[config.mk]
export PLATFORM = sky130hd
export DESIGN_NAME = onewire_transaction_sequencer
export DESIGN_NICKNAME = d
export VERILOG_FILES = /design/src/owt_pkg.sv /design/src/owt_front.sv /design/src/owt_queue.sv /design/src/owt_back.sv /design/src/onewire_transaction_sequencer.sv
export SDC_FILE = /design/constraint.sdc
export NUM_CORES = 1
export LEC_CHECK = 0
export BUFFER_PORTS_ARGS = -buffer_cell sky130_fd_sc_hd__buf_2
export CORE_MARGIN = 2
export CORE_UTILIZATION = 55
export DETAILED_ROUTE_END_ITERATION = 7
export PLACE_DENSITY = 0.75
export SLEW_MARGIN = 10
export SYNTH_ARGS = -nofsm -noshare
export SYNTH_HDL_FRONTEND = slang
export SYNTH_HIERARCHICAL = 1
export SYNTH_SLANG_ARGS = --single-unit
[constraint.sdc]
create_clock -name i_clk -period 4.4 [get_ports i_clk]
set_input_delay 0.22 -clock i_clk [delete_from_list [all_inputs] [get_ports i_clk]]
set_output_delay 0.22 -clock i_clk [all_outputs]
set_load 0.005 [all_outputs]
[src/owt_pkg.sv]
// Types and constants of the one-wire transaction sequencer
package owt_pkg;

    // input cmd codes
    localparam logic [1:0] CMD_START = 2'd0;
    localparam logic [1:0] CMD_LOAD  = 2'd1;
    localparam logic [1:0] CMD_ECHO  = 2'd2;

    // line characters
    localparam logic [7:0] RESET_CHAR    = 8'hf0;
    localparam logic [7:0] ONE_CHAR      = 8'hff;
    localparam logic [7:0] ZERO_CHAR     = 8'h00;
    localparam logic [7:0] ONE_THRESHOLD = 8'hfe;

    // ROM and function commands
    localparam logic [7:0] ROM_READ  = 8'h33;
    localparam logic [7:0] ROM_MATCH = 8'h55;
    localparam logic [7:0] FN_WRITE  = 8'h4e;
    localparam logic [7:0] FN_READ   = 8'hbe;

    // reflected Dallas CRC-8 polynomial
    localparam logic [7:0] CRC_POLY = 8'h8c;

    // line rates: reset slot at 9600 baud, data slots at 115200 baud
    localparam int SLOW_BAUD = 9600;
    localparam int FAST_BAUD = 115200;

    localparam int ROM_BYTES      = 8;
    localparam int SP_WRITE_BYTES = 3;
    localparam int SP_READ_BYTES  = 9;
    localparam int SP_BASE        = 8;

    localparam int QUEUE_DEPTH = 4;
    localparam int QAW         = $clog2(QUEUE_DEPTH);

    typedef struct packed {
        logic [1:0] cmd;
        logic [7:0] rom_command;
        logic [7:0] function_command;
        logic [3:0] write_index;
        logic [7:0] write_value;
        logic [7:0] echo_char;
    } t_in_item;

    typedef struct packed {
        logic       line_char_valid;
        logic [7:0] line_char;
        logic       slow_rate;
        logic       read_valid;
        logic [7:0] read_byte;
        logic       read_from_rom;
        logic [3:0] read_index;
        logic       finished;
        logic       no_device;
        logic       crc_good;
    } t_out_item;

    typedef enum logic [1:0] {
        OP_START,
        OP_LOAD,
        OP_ECHO
    } t_op;

    // classified request as held in the queue
    typedef struct packed {
        t_op        op;
        logic [7:0] rom_command;
        logic [7:0] function_command;
        logic [3:0] write_index;
        logic [7:0] write_value;
        logic       echo_one;
        logic       echo_reset;
    } t_req;

endpackage

[src/owt_front.sv]
// Front end: accepts input requests and classifies them for the queue
module owt_front (
    input  logic              i_in_valid,
    input  owt_pkg::t_in_item i_in,
    input  logic              i_full,
    output logic              o_in_stall,
    output logic              o_push,
    output owt_pkg::t_req     o_req
);

    logic known;

    assign o_in_stall = i_full;

    always_comb begin
        known                  = 1'b1;
        o_req.op               = owt_pkg::OP_ECHO;
        o_req.rom_command      = i_in.rom_command;
        o_req.function_command = i_in.function_command;
        o_req.write_index      = i_in.write_index;
        o_req.write_value      = i_in.write_value;
        o_req.echo_one         = (i_in.echo_char >= owt_pkg::ONE_THRESHOLD);
        o_req.echo_reset       = (i_in.echo_char == owt_pkg::RESET_CHAR);
        case (i_in.cmd)
            owt_pkg::CMD_START: o_req.op = owt_pkg::OP_START;
            owt_pkg::CMD_LOAD: o_req.op = owt_pkg::OP_LOAD;
            owt_pkg::CMD_ECHO: o_req.op = owt_pkg::OP_ECHO;
            default: known = 1'b0;   // unused code: taken and dropped
        endcase
    end

    assign o_push = i_in_valid && !i_full && known;

endmodule

[src/owt_queue.sv]
// Short request queue between front and back end
module owt_queue (
    input  logic          i_clk,
    input  logic          i_rst_n,
    input  logic          i_push,
    input  owt_pkg::t_req i_req,
    output logic          o_full,
    output logic          o_valid,
    output owt_pkg::t_req o_req,
    input  logic          i_pop
);

    owt_pkg::t_req                r_slot [owt_pkg::QUEUE_DEPTH];
    logic [owt_pkg::QAW-1:0]      r_wr_ptr;
    logic [owt_pkg::QAW-1:0]      r_rd_ptr;
    logic [owt_pkg::QAW:0]        r_count;
    logic                         do_pop;

    assign o_full  = (r_count == (owt_pkg::QAW + 1)'(owt_pkg::QUEUE_DEPTH));
    assign o_valid = (r_count != '0);
    assign o_req   = r_slot[r_rd_ptr];
    assign do_pop  = i_pop && o_valid;

    always_ff @(posedge i_clk) begin
        if (!i_rst_n) begin
            r_wr_ptr <= '0;
            r_rd_ptr <= '0;
            r_count  <= '0;
        end else begin
            if (i_push) begin
                r_slot[r_wr_ptr] <= i_req;
                r_wr_ptr         <= r_wr_ptr + 1'b1;
            end
            if (do_pop) begin
                r_rd_ptr <= r_rd_ptr + 1'b1;
            end
            case ({i_push, do_pop})
                2'b10:   r_count <= r_count + 1'b1;
                2'b01:   r_count <= r_count - 1'b1;
                default: r_count <= r_count;
            endcase
        end
    end

endmodule

[src/owt_back.sv]
// Back end: transaction state machine, write store, CRC and result register
module owt_back #(
    parameter int STORE_DEPTH = 16
) (
    input  logic               i_clk,
    input  logic               i_rst_n,
    input  logic               i_valid,
    input  owt_pkg::t_req      i_req,
    output logic               o_pop,
    output logic               o_out_valid,
    output owt_pkg::t_out_item o_out,
    input  logic               i_out_stall
);

    localparam int AW = $clog2(STORE_DEPTH);
    localparam int FW = (AW > 5) ? AW : 5;

    typedef enum logic [2:0] {
        PH_IDLE,
        PH_PRESENCE,
        PH_ROM_CMD,
        PH_ROM_DATA,
        PH_FN_CMD,
        PH_FN_DATA
    } t_phase;

    t_phase             r_phase, n_phase;
    logic [2:0]         r_bit_pos, n_bit_pos;
    logic [3:0]         r_byte_pos, n_byte_pos;
    logic [7:0]         r_asm, n_asm;
    logic [7:0]         r_send, n_send;
    logic [7:0]         r_rom_cmd, n_rom_cmd;
    logic [7:0]         r_fn_cmd, n_fn_cmd;
    logic [7:0]         r_crc, n_crc;
    logic               r_out_valid;
    owt_pkg::t_out_item r_out;

    logic [7:0]         r_store [STORE_DEPTH];
    logic [7:0]         r_rd_data;

    logic               fire;
    logic               has_res;
    owt_pkg::t_out_item res;
    logic               rd;
    logic               go_rd;
    logic               go;
    t_phase             go_ph;
    logic [7:0]         sel;
    logic [7:0]         asm_upd;
    logic [7:0]         crc_upd;
    logic [3:0]         sp_count;
    logic               st_we;
    logic [AW-1:0]      st_waddr;
    logic [FW-1:0]      pa;
    logic               pa_ok;

    assign fire  = i_valid && (!r_out_valid || !i_out_stall);
    assign o_pop = fire;

    assign rd = (r_phase == PH_ROM_DATA && r_rom_cmd == owt_pkg::ROM_READ) ||
                (r_phase == PH_FN_DATA && r_fn_cmd == owt_pkg::FN_READ);

    always_comb begin
        asm_upd = r_asm;
        crc_upd = r_crc;
        if (rd) begin
            asm_upd = r_asm | ({7'd0, i_req.echo_one} << r_bit_pos);
            if (r_phase == PH_FN_DATA) begin
                crc_upd = (r_crc >> 1) ^
                          (((r_crc[0] ^ i_req.echo_one)) ? owt_pkg::CRC_POLY : 8'h00);
            end
        end
    end

    assign sp_count = (r_fn_cmd == owt_pkg::FN_READ) ? 4'(owt_pkg::SP_READ_BYTES)
                                                     : 4'(owt_pkg::SP_WRITE_BYTES);

    always_comb begin
        n_phase    = r_phase;
        n_bit_pos  = r_bit_pos;
        n_byte_pos = r_byte_pos;
        n_asm      = r_asm;
        n_send     = r_send;
        n_rom_cmd  = r_rom_cmd;
        n_fn_cmd   = r_fn_cmd;
        n_crc      = r_crc;
        res        = '0;
        has_res    = 1'b0;
        go         = 1'b0;
        go_ph      = PH_IDLE;
        go_rd      = 1'b0;
        sel        = r_send;

        if (fire) begin
            case (i_req.op)
                owt_pkg::OP_START: begin
                    n_rom_cmd           = i_req.rom_command;
                    n_fn_cmd            = i_req.function_command;
                    n_bit_pos           = 3'd0;
                    n_byte_pos          = 4'd0;
                    n_asm               = 8'd0;
                    n_send              = owt_pkg::RESET_CHAR;
                    n_crc               = 8'd0;
                    n_phase             = PH_PRESENCE;
                    has_res             = 1'b1;
                    res.line_char_valid = 1'b1;
                    res.line_char       = owt_pkg::RESET_CHAR;
                    res.slow_rate       = 1'b1;
                end
                owt_pkg::OP_ECHO: begin
                    if (r_phase == PH_PRESENCE) begin
                        has_res = 1'b1;
                        if (i_req.echo_reset) begin
                            // reset char came back untouched: nobody on the bus
                            res.no_device = 1'b1;
                            n_phase       = PH_IDLE;
                        end else begin
                            go    = 1'b1;
                            go_ph = PH_ROM_CMD;
                        end
                    end else if (r_phase != PH_IDLE) begin
                        has_res = 1'b1;
                        n_asm   = asm_upd;
                        n_crc   = crc_upd;
                        if (r_bit_pos != 3'd7) begin
                            n_bit_pos           = r_bit_pos + 3'd1;
                            res.line_char_valid = 1'b1;
                            res.line_char       = r_send[n_bit_pos] ? owt_pkg::ONE_CHAR
                                                                    : owt_pkg::ZERO_CHAR;
                        end else begin
                            if (rd) begin
                                res.read_valid    = 1'b1;
                                res.read_byte     = asm_upd;
                                res.read_from_rom = (r_phase == PH_ROM_DATA);
                                res.read_index    = r_byte_pos;
                            end
                            case (r_phase)
                                PH_ROM_CMD: begin
                                    n_byte_pos = 4'd0;
                                    go         = 1'b1;
                                    go_ph      = (r_rom_cmd == owt_pkg::ROM_MATCH ||
                                                  r_rom_cmd == owt_pkg::ROM_READ)
                                                 ? PH_ROM_DATA : PH_FN_CMD;
                                end
                                PH_ROM_DATA: begin
                                    n_byte_pos = r_byte_pos + 4'd1;
                                    go         = 1'b1;
                                    go_ph      = (n_byte_pos < 4'(owt_pkg::ROM_BYTES))
                                                 ? PH_ROM_DATA : PH_FN_CMD;
                                end
                                PH_FN_CMD: begin
                                    n_byte_pos = 4'd0;
                                    n_crc      = 8'd0;
                                    if (r_fn_cmd == owt_pkg::FN_WRITE ||
                                        r_fn_cmd == owt_pkg::FN_READ) begin
                                        go    = 1'b1;
                                        go_ph = PH_FN_DATA;
                                    end else begin
                                        res.finished = 1'b1;
                                        n_phase      = PH_IDLE;
                                    end
                                end
                                default: begin
                                    n_byte_pos = r_byte_pos + 4'd1;
                                    if (n_byte_pos < sp_count) begin
                                        go    = 1'b1;
                                        go_ph = PH_FN_DATA;
                                    end else begin
                                        res.finished = 1'b1;
                                        res.crc_good = (r_fn_cmd == owt_pkg::FN_READ) &&
                                                       (crc_upd == 8'd0);
                                        n_phase      = PH_IDLE;
                                    end
                                end
                            endcase
                        end
                    end
                end
                default: ;   // loads are handled by the store below
            endcase
        end

        if (go) begin
            go_rd = (go_ph == PH_ROM_DATA && r_rom_cmd == owt_pkg::ROM_READ) ||
                    (go_ph == PH_FN_DATA && r_fn_cmd == owt_pkg::FN_READ);
            case (go_ph)
                PH_ROM_CMD: sel = r_rom_cmd;
                PH_FN_CMD:  sel = r_fn_cmd;
                default:    sel = go_rd ? owt_pkg::ONE_CHAR : r_rd_data;
            endcase
            n_phase             = go_ph;
            n_bit_pos           = 3'd0;
            n_asm               = 8'd0;
            n_send              = sel;
            res.line_char_valid = 1'b1;
            res.line_char       = sel[0] ? owt_pkg::ONE_CHAR : owt_pkg::ZERO_CHAR;
        end
    end

    // store address the next byte phase will fetch, read into a register ahead of use
    always_comb begin
        case (n_phase)
            PH_ROM_DATA: pa = FW'(n_byte_pos) + FW'(1);
            PH_FN_CMD:   pa = FW'(owt_pkg::SP_BASE);
            PH_FN_DATA:  pa = FW'(owt_pkg::SP_BASE) + FW'(n_byte_pos) + FW'(1);
            default:     pa = '0;
        endcase
    end

    assign pa_ok    = (int'(pa) < STORE_DEPTH);
    assign st_we    = fire && (i_req.op == owt_pkg::OP_LOAD) &&
                      (int'(i_req.write_index) < STORE_DEPTH);
    assign st_waddr = AW'(i_req.write_index);

    always_ff @(posedge i_clk) begin
        if (st_we) begin
            r_store[st_waddr] <= i_req.write_value;
        end
        if (!pa_ok) begin
            r_rd_data <= 8'd0;
        end else if (st_we && st_waddr == pa[AW-1:0]) begin
            r_rd_data <= i_req.write_value;
        end else begin
            r_rd_data <= r_store[pa[AW-1:0]];
        end
    end

    always_ff @(posedge i_clk) begin
        if (!i_rst_n) begin
            r_phase     <= PH_IDLE;
            r_bit_pos   <= 3'd0;
            r_byte_pos  <= 4'd0;
            r_asm       <= 8'd0;
            r_send      <= 8'd0;
            r_rom_cmd   <= 8'd0;
            r_fn_cmd    <= 8'd0;
            r_crc       <= 8'd0;
            r_out_valid <= 1'b0;
        end else begin
            r_phase    <= n_phase;
            r_bit_pos  <= n_bit_pos;
            r_byte_pos <= n_byte_pos;
            r_asm      <= n_asm;
            r_send     <= n_send;
            r_rom_cmd  <= n_rom_cmd;
            r_fn_cmd   <= n_fn_cmd;
            r_crc      <= n_crc;
            if (!r_out_valid || !i_out_stall) begin
                r_out_valid <= fire && has_res;
                r_out       <= res;
            end
        end
    end

    assign o_out_valid = r_out_valid;
    assign o_out       = r_out;

endmodule

[src/onewire_transaction_sequencer.sv]
// Top level of the one-wire transaction sequencer
// One request is taken per clock while the four-entry request queue has room;
// the back-end state machine retires one queued request per cycle while its
// result register is not stalled, so the sustained rate is one request per
// cycle. A taken request is written into the queue first; the back end pops
// it from there and registers its result in the output register, where the
// result is held while stalled.
// Start, echo and load requests share the queue, so loads land in the write
// store in order with the echoes that fetch from it. Each line character is
// to be sent at 9600 baud when slow_rate is set (reset slot) and at 115200
// baud otherwise.
module onewire_transaction_sequencer #(
    parameter int STORE_DEPTH = 16
) (
    input  logic               i_clk,
    input  logic               i_rst_n,
    input  logic               i_in_valid,
    input  owt_pkg::t_in_item  i_in,
    output logic               o_in_stall,
    output logic               o_out_valid,
    output owt_pkg::t_out_item o_out,
    input  logic               i_out_stall
);

    logic          push;
    logic          full;
    logic          q_valid;
    logic          pop;
    owt_pkg::t_req front_req;
    owt_pkg::t_req q_req;

    owt_front u_front (
        .i_in_valid (i_in_valid),
        .i_in       (i_in),
        .i_full     (full),
        .o_in_stall (o_in_stall),
        .o_push     (push),
        .o_req      (front_req)
    );

    owt_queue u_queue (
        .i_clk   (i_clk),
        .i_rst_n (i_rst_n),
        .i_push  (push),
        .i_req   (front_req),
        .o_full  (full),
        .o_valid (q_valid),
        .o_req   (q_req),
        .i_pop   (pop)
    );

    owt_back #(
        .STORE_DEPTH (STORE_DEPTH)
    ) u_back (
        .i_clk       (i_clk),
        .i_rst_n     (i_rst_n),
        .i_valid     (q_valid),
        .i_req       (q_req),
        .o_pop       (pop),
        .o_out_valid (o_out_valid),
        .o_out       (o_out),
        .i_out_stall (i_out_stall)
    );

endmodule

==> results.toml, run 1 <==
[status]
outcome = "completed"

[placement]
place_hpwl_um = 21400
portBuffers = 70
dp.cells = 1443
finalWeightedCongestion = 0.986

[synthesis]
post-synth-top-area-fraction_pct = 55.9
netlist.top_cell.by_area = "edfxtp_1"
netlist_top_cells_count = "277 x edfxtp_1, 117 x nand2_1, 68 x dfxtp_1"
synth_seq_area_share_pct = 65.1
synth_top_cells_by_area = "edfxtp_1 56%, dfxtp_1 9.2%, mux4_2 4.8%, nand2_1 3.0%, buf_4 1.9%"
synth_cell_types = 85
synth_ff_type = "edfxtp_1"
syn_area_per_cell_um2 = 13.6
syn_inst = 1091
synth-seq-cells = 345
yosysMostFrequentCell = "edfxtp_1"
synth_warnings = 6
synth-edff-count = 277
synthArstFlopShare_pct = 0
syn_nets = 1143
syn_area_um2 = 14900

[sta]
rsz0062_at_grt = "false"
finalSetupViolations = 0
period_share_pct = 94.4
finalSetupTns_ns = 0
drv_slew = 0
period_minus_slack_ns = 4.15
fmax_ghz = 0.241
worstMarginPinSlew_ns = 1.12
skew_ns = 0.0125
maxSlewHeadroom_pct = 24.9
hold_violations = 0

[power_and_ir_drop]
ir_drop_mv = 0.401
p_leak_nw = 5.63
comb_power_share_pct = 17.0
p_switching_mw = 2.15
pwr-share-seq_pct = 48.2
p_clk_share_pct = 34.8
p_int_mw = 5.96
netSwitchingFraction_pct = 26.5
power_density_nw_per_um2 = 485

[drt]
wl_per_cell_um = 21.8
via_count = 9607
wirelength_um = 33400
first_pass_iters = 6
drc = 0
vias_per_cell = 6.26
first_iter_violations = 1151
drtAntennaViolNets = 0

[floorplanning]
core_um2 = 26700
dieArea_um2 = 28400
num_rows = 60
die_w_um = 168
dieHeight_um = 168
ios = 71
start_util_pct = 55.7

[setup_path]
cp_slowest_cell = "a2111oi_0"
path_class = "reg -> reg"
critPathCaptureType = "flip-flop"
worst-path-max-fanout = 24
slowest_delay_ns = 0.74
path_cells = "mux4_2, inv_1, o211ai_1, a32oi_1, inv_1, ha_1, xor2_4, buf_4, nand2_1, and3_1, a2111oi_0, a31oi_1, a31oi_1"
crit_required_ns = 4.83
crit_path_start_kind = "flip-flop"
worstPathArrival_ns = 4.59

[final_layout]
final_layout_size_suffix_gt1_share_pct = 18.0
final_nets = 1220
num_antenna_cells = 0
fillCellCount = 1965
fin_cells = 1535
syn2layout_area_growth_pct = 12.5

[clock_network]
cts_buffer_depth = 3
cts_tree = "done"
clk_latency_ns = 0.52
cts_made_buffers = 35
cts.sinks = 345
cts_setup_buffers = 0
cts-root-buf = "clkbuf_16"
htreeDepth = 2
path_clk_slew_ns = 0.06

[worst_hold_path]
hold_path_class = "in -> reg"
hold_start = "i_in[36]"

[global_routing]
antenna_found_initial = 0
grtUsageTotal_pct = 23.8
grt_overflow = 0
grt_pass1_wl_um = 52100
grt_max_degree = 55
grt_pass1_vias = 9192

[flow_run]
max_cap_viol_count = 0
[stage by stage]
step | utilization, % | power [mW] | cell area [um^2] | hold WS, ns | worst slack (ns)
2_1_floorplan | - | 4.95 | 14900 | 0.374 | 0.0483
3_3_place_gp | 57.4 | 5.30 | 15300 | 0.431 | 0.375
3_5_place_dp | 57.4 | 5.33 | 15300 | 0.437 | 0.280
4_1_cts | 62.6 | 8.15 | 16700 | 0.126 | 0.265
5_1_grt | 62.6 | 8.42 | 16700 | 0.156 | 0.0404
6_report | 62.6 | 8.11 | 16700 | 0.160 | 0.249
[power by group through the flow]
stage                     Sequential (mW)  Combinational (mW)  Clock (mW)
final                                3.91                1.38        2.82
after global routing                 3.93                1.50        3.00
after CTS                            3.91                1.37        2.86
after detailed placement             3.98                1.35           0
after global placement               3.97                1.33           0
after floorplan                      3.93                1.02           0
[per-layer routing]
layer	part of all wire (%)	vias up	global-route usage (%)	wire length (um)
met1	43	4725	35.0	14400
li1	-	4314	-	-
met5	0	-	0	0
met3	8.6	67	4.68	2870
met4	2.5	0	7.95	850
met2	46	501	36.0	15300
[what timing repair did]
| action | in CTS | in global routing |
|---|---|---|
| gates resized for setup | 0 | 1 |
| endpoints found under the hold margin | 116 | 0 |
| hold buffers | 29 | 0 |
| endpoints found under the setup margin | 0 | 8 |
[registers in the layout, summed over array words and instances (netlist names), 3 cells and up, named ones only]
| signal | count |
|---|---|
| u_back/r_byte_pos | 4 |
| u_back/r_store | 128 |
| u_back/r_rom_cmd | 8 |
| u_back/o_out | 21 |
| u_queue/r_slot | 128 |
| u_back/r_fn_cmd | 8 |
| u_queue/r_count | 3 |
| u_back/r_bit_pos | 3 |
| u_back/r_send | 8 |
| u_back/r_rd_data | 8 |
| u_back/r_asm | 8 |
| u_back/r_phase | 3 |
| u_back/r_crc | 8 |
[critical path, delay by kind of cell, from the launching register on]
kind,cells,cell delay (ns)
mux,1,0.65
buf+inv,3,0.61
simple gates,2,0.27
compound gates,5,1.57
fa+ha+maj,1,0.30
flops,1,0.39
xor+xnor,1,0.25
[kinds of logic (layout without fill, tap and decap cells)]
| group | count (synthesis) | count (layout) | synth area share, % |
|---|---|---|---|
| muxes | 53 | 53 | 6.49 |
| DFF | 345 | 345 | 65.1 |
| AOI/OAI and AO/OA | 222 | 222 | 10.9 |
| buffers and inverters | 107 | 210 | 4.29 |
| adders and majority gates | 11 | 11 | 0.967 |
| xor gates and xnor gates | 13 | 13 | 1.02 |
| and+or+nand+nor | 340 | 340 | 11.2 |
[layout by cell type, fill, tap and decap left out, types with 30 or more instances in the layout]
cell	instances
nand3_1	30
clkbuf_16	37
nand2_1	117
a21oi_1	30
edfxtp_1	277
mux4_2	32
buf_2	70
dfxtp_1	66
nor2_1	66
[worst paths after layout]
kind,to,slack (ns),depth (start not counted)
worst max register to register,u_back/r_rd_data[0]$_SDFF_PP0_,0.25,13
worst max-delay path,u_back/r_rd_data[0]$_SDFF_PP0_,0.25,13
worst min-delay path,u_queue/r_slot[3][30]$_DFFE_PP_,0.16,2
worst min register to register,u_back/r_send[1]$_SDFFE_PN0P_,0.46,2
[final cells by class]
cell class | count | area, um^2 | share of cell area, %
inverters | 18 | 67.6 | 0.404
multi-input cells | 639 | 4580 | 27.4
repair buffers | 129 | 878 | 5.25
flip-flops and latches | 345 | 9680 | 57.9
well taps | 341 | 427 | 2.55
clock inverters | 11 | 87.6 | 0.523
clock buffers | 52 | 1010 | 6.05
Note: power is estimated with default switching activity, not from simulation.
==> run 2, diff against run 1 <==
Settings changed: CORE_ASPECT_RATIO from default to 1.25, PLACE_DENSITY 0.75 to 0.86, SKIP_CTS_REPAIR_TIMING from default to 1.
==> run 2 against run 1 <==
Maximum frequency is 0.11% lower. Core utilization decreased by 0.72 points. Sequential share of layout area grew 0.64 points. Clock skew increased by 0.014 ns. Via count increased by 0.43%. Combinational power barely moved. Flip-flop and latch count did not move. Count of clock-buffer cells in the layout decreased by 18. Cell area fell by 1.1%. Register-to-register slack hardly changed. Cell count fell by 0.85%. Die area barely moved. Critical endpoint is now u_back/r_rd_data[7]$_SDFF_PP0_. Largest power group unchanged. Highest routed layer unchanged.
==> results.toml, run 2 (synthesized netlist as in run 1, its figures left out) <==
[drt]
first_iter_violations = 1079
first_pass_iters = 6
wl_per_cell_um = 22.8
drc = 0
vias_per_cell = 6.34
drtAntennaViolNets = 0
via_count = 9648
wirelength_um = 34700

[status]
outcome = "completed"

[global_routing]
antenna_found_initial = 0
grtUsageTotal_pct = 23.6
grt_overflow = 0
grt_pass1_wl_um = 51100
grt_pass1_vias = 9199
grt_max_degree = 55

[clock_network]
path_clk_slew_ns = 0.07
cts_buffer_depth = 3
cts_tree = "done"
cts.sinks = 345
clk_latency_ns = 0.57
cts-root-buf = "clkbuf_16"
htreeDepth = 1
cts_made_buffers = 31

[sta]
fmax_ghz = 0.241
drv_slew = 0
maxSlewHeadroom_pct = 10.8
period_share_pct = 94.5
finalSetupTns_ns = 0
period_minus_slack_ns = 4.16
skew_ns = 0.0266
finalSetupViolations = 0
worstMarginPinSlew_ns = 1.33
hold_violations = 0
rsz0062_at_grt = "false"

[worst_hold_path]
min_to = "u_queue/r_slot[3][0]$_DFFE_PP_"
hold_path_class = "in -> reg"
hold_path_depth = 3
hold_start = "i_in[0]"

[setup_path]
worstRegToRegCells = 13
worst-path-max-fanout = 23
critPathCaptureType = "flip-flop"
path_class = "reg -> reg"
worstPathArrival_ns = 4.64
reg2reg_to = "u_back/r_rd_data[7]$_SDFF_PP0_"
crit_required_ns = 4.89
rrSetupSlack_ns = 0.24
crit_path_start_kind = "flip-flop"

[final_layout]
final_nets = 1208
final_layout_size_suffix_gt1_share_pct = 17.7
final_common_cell = "edfxtp_1"
num_antenna_cells = 0
fin_cells = 1522
final_cell_mix = "277 x edfxtp_1, 117 x nand2_1, 70 x buf_2"
postLayoutCellArea_um2 = 16500
syn2layout_area_growth_pct = 11.3

[floorplanning]
core_um2 = 26700
die_w_um = 151
dieHeight_um = 188
num_rows = 67
ios = 71
dieArea_um2 = 28400
start_util_pct = 55.6

[flow_run]
max_cap_viol_count = 0

[placement]
place_hpwl_um = 22000
portBuffers = 70
dpl_cell_area_um2 = 15300
finalWeightedCongestion = 0.962
dp.cells = 1439

[power_and_ir_drop]
ir_drop_mv = 0.514
power_density_nw_per_um2 = 476
p_leak_nw = 5.54
[run 2: cell types whose count changed in the layout (fill, tap and decap cells not counted), sizes merged]
cell	previous run	this run
buf	100	92
bufinv	1	3
clkbuf	52	34
clkinv	9	15
clkinvlp	0	1
[run 2: worst max-delay path, cell delays in order (launching register included)]
cell,delay (ns)
dfxtp_2,0.41
mux4_2,0.65
inv_1,0.20
o211ai_1,0.25
a32oi_1,0.33
inv_1,0.10
ha_1,0.30
xor2_4,0.29
buf_4,0.34
nand2_1,0.10
and3_1,0.18
a2111oi_0,0.58
a31oi_1,0.13
a31oi_1,0.19
[run 2: metal layers]
layer | wire (um) | GRT usage [%]
met3 | 2850 | 3.33
met5 | 0 | 0
met1 | 12600 | 31.0
met4 | 1630 | 11.0
met2 | 17600 | 38.8
[run 2: stage by stage]
step           power (mW)  hold slack [ns]  setup WS [ns]  utilization [%]
3_3_place_gp         5.24            0.430          0.385             57.1
2_1_floorplan        4.95            0.374         0.0483                -
4_1_cts              7.84           -0.162          0.180             60.7
3_5_place_dp         5.28            0.437          0.223             57.1
6_report             7.87           0.0873          0.244             61.9
5_1_grt              8.12            0.100         0.0811             61.9
[run 2: power breakdown]
part           internal, mW  switching [mW]
sequential             3.81           0.106
combinational         0.479           0.884
clock                  1.45            1.13
[run 2: worst max path at each step]
stage,slack [ns],cells after the start,to
4_1_cts,0.18,14,u_back/r_rd_data[1]$_SDFF_PP0_
5_1_grt,0.08,13,u_back/r_rd_data[3]$_SDFF_PP0_
6_report,0.24,13,u_back/r_rd_data[7]$_SDFF_PP0_
3_3_place_gp,0.39,14,u_back/r_rd_data[5]$_SDFF_PP0_
3_5_place_dp,0.22,14,u_back/r_rd_data[1]$_SDFF_PP0_
2_1_floorplan,0.05,18,u_back/r_rd_data[1]$_SDFF_PP0_
[run 2: area by class of cell]
class                      count  area (um^2)
clock buffer                  34          787
clock inverter                20          178
fill                        1876        10200
inverter                      18         67.6
multi-input combinational    639         4600
sequential                   345         9680
tap                          345          432
timing repair buffer         121          806
==> run 3, diff against run 2 <==
Settings changed: ABC_AREA from default to 1, CORE_UTILIZATION 55 to 56, PLACE_DENSITY 0.86 to 0.88.
==> run 3 against run 2 <==
First-iteration DRC count grew 6.7%. Global-route usage shrank 0.19 points. Clock power grew 3%. Area after synthesis grew 3.6%. Flip-flop and latch count is the same. Core utilization grew 1.6 points. Sequential share of layout area shrank 1.9 points. Power grew 6.9%. Sequential power grew 4%. Highest routed layer unchanged. Synthesized cell count grew 36%. Via count grew 15%. Die area grew 1.7%.
==> results.toml, run 3 <==
[sta]
worstMarginPinSlew_ns = 1.16
skew_ns = 0.0286
finalSetupTns_ns = 0
timing.hold.ws_ns = 0.0176
hold_violations = 0
drv_slew = 0
period_share_pct = 87.5
period_minus_slack_ns = 3.85
rsz0062_at_grt = "false"
finalSetupViolations = 0
maxSlewHeadroom_pct = 22.7
fmax_ghz = 0.260

[drt]
wl_per_cell_um = 18.5
via_count = 11100
wirelength_um = 35400
first_iter_violations = 1151
drtAntennaViolNets = 0
vias_per_cell = 5.82
first_pass_iters = 6
drc = 0

[synthesis]
synth_warnings = 6
synth_ff_type = "edfxtp_1"
syn_area_per_cell_um2 = 10.4
synth-simple-area-share_pct = 18.3
synth.area.mux_share_pct = 0.0650
syn_area_um2 = 15400
netlist_top_cells_count = "277 x edfxtp_1, 199 x nand2_1, 172 x nor2_1"
synth-seq-cells = 345
synth_top_cells_by_area = "edfxtp_1 54%, dfxtp_1 8.8%, nand2_1 4.8%, nand3_1 4.3%, nor2_1 4.2%"
synth-edff-count = 277
synth_top_family_by_area = "simple AND/OR/NAND/NOR gates"
synth_seq_area_share_pct = 62.8
synth_compound_area_share_pct = 9.32
synth_adder_area_share_pct = 0.861
synth_cell_types = 47
yosysMostFrequentCell = "edfxtp_1"
synthArstFlopShare_pct = 0
post-synth-top-area-fraction_pct = 54.0
synth_xor_area_share_pct = 0.544
syn_inst = 1482
syn_nets = 1534
netlist.top_cell.by_area = "edfxtp_1"

[global_routing]
grt_pass1_wl_um = 54300
grt_max_degree = 61
grt_overflow = 0
antenna_found_initial = 0
grt_pass1_vias = 10500
grtUsageTotal_pct = 23.4

[clock_network]
cts_made_buffers = 30
cts_tree = "done"
cts.sinks = 345
cts-root-buf = "clkbuf_16"
htreeDepth = 1
path_clk_slew_ns = 0.07
clk_latency_ns = 0.57
cts_buffer_depth = 3

[setup_path]
cp_slowest_cell = "o22ai_1"
worst-path-max-fanout = 26
critPathCaptureType = "flip-flop"
crit_path_start_kind = "flip-flop"
cp_num_buf_inv = 6
crit_required_ns = 4.86
slowest_delay_ns = 0.45
path_cells = "inv_8, o21ai_1, o22ai_1, inv_2, nor2_4, nand2_1, inv_2, nand3_2, nor2_2, inv_2, nand2_4, nand3_2, nand2_4, nand2_4, xor2_2, nor2_4, nand3_1, nand2_1, inv_1, nand2_1, inv_1"
worstPathArrival_ns = 4.31
critical-path-top-delay-family = "simple AND/OR/NAND/NOR gates"
path_class = "reg -> reg"

[final_layout]
postLayoutCoreUtil_pct = 63.5
syn2layout_area_growth_pct = 10.9
num_antenna_cells = 0
final_common_cell = "edfxtp_1"
final_layout_size_suffix_gt1_share_pct = 15.1
final_cell_mix = "277 x edfxtp_1, 199 x nand2_1, 168 x nor2_1"
final_nets = 1593
postLayoutCellArea_um2 = 17100

[power_and_ir_drop]
p_clk_share_pct = 31.7
p_switching_mw = 2.50
p_int_mw = 5.92
netSwitchingFraction_pct = 29.7
power_density_nw_per_um2 = 492
ir_drop_mv = 0.454
pwr-share-seq_pct = 48.4
p_leak_nw = 6.53
comb_power_share_pct = 19.9

[worst_hold_path]
hold_start = "i_in[36]"
hold_path_class = "in -> reg"

[flow_run]
max_cap_viol_count = 0

[placement]
portBuffers = 70
finalWeightedCongestion = 1.03
dpl_cell_area_um2 = 15800
place_hpwl_um = 22700

[floorplanning]
start_util_pct = 57.3
dieArea_um2 = 28900
dieHeight_um = 189
die_w_um = 152
core_um2 = 26900
num_rows = 67
ios = 71

[status]
outcome = "completed"
==> run 3: metal layers <==
layer / track usage, % / up-vias / part of all wire, %
li1: - / 5183 / -
met3: 3.09 / 122 / 7.6
met4: 9.88 / 0 / 4.6
met1: 30.1 / 5251 / 38
met5: 0 / - / 0
met2: 40.1 / 560 / 49
==> run 3: cells by family after synthesis <==
logic type	Yosys count
fa+ha+maj	10
flops	345
compound gates	244
xor+xnor	7
simple gates	608
buf+inv	267
mux	1
==> run 3: tightest hold or removal path, stage by stage <==
cell and delay, ns:
buf_2 0.11, inv_1 0.04, nor2_1 0.05
==> run 3: cell type report <==
| type | instances | area [um^2] |
|---|---|---|
| clock buffers | 37 | 777 |
| clock inverters | 18 | 223 |
| fillers | 1913 | 9820 |
| inverters | 178 | 676 |
| multi-input cells | 870 | 4530 |
| flip-flops and latches | 345 | 9680 |
| well taps | 345 | 432 |
| repair buffers | 116 | 771 |
==> run 3: final timing paths <==
kind	end	slack, ns	depth (start not counted)
hold / removal	u_queue/r_slot[0][30]$_DFFE_PP_	0.02	3
setup reg to reg	u_back/r_rd_data[5]$_SDFF_PP0_	0.55	21
hold reg to reg	u_back/r_send[0]$_SDFFE_PN0P_	0.48	2
setup / recovery	u_back/r_rd_data[5]$_SDFF_PP0_	0.55	21
==> run 3: power by group through the flow <==
stage	combinational, mW	clock (mW)	sequential, mW
2_1_floorplan	1.16	0	4.08
3_3_place_gp	1.55	0	4.12
3_5_place_dp	1.61	0	4.13
4_1_cts	1.62	2.69	4.07
5_1_grt	1.83	2.82	4.09
6_report	1.68	2.67	4.07
==> run 3: metrics by stage <==
step / setup slack (ns) / std cells / total power, mW
final: 0.549 / 1909 / 8.41
after global routing: 0.278 / 1909 / 8.74
after CTS: 0.644 / 1879 / 8.37
after detailed placement: 0.676 / 1824 / 5.74
after global placement: 0.715 / 1824 / 5.67
after floorplan: 1.16 / 1482 / 5.24
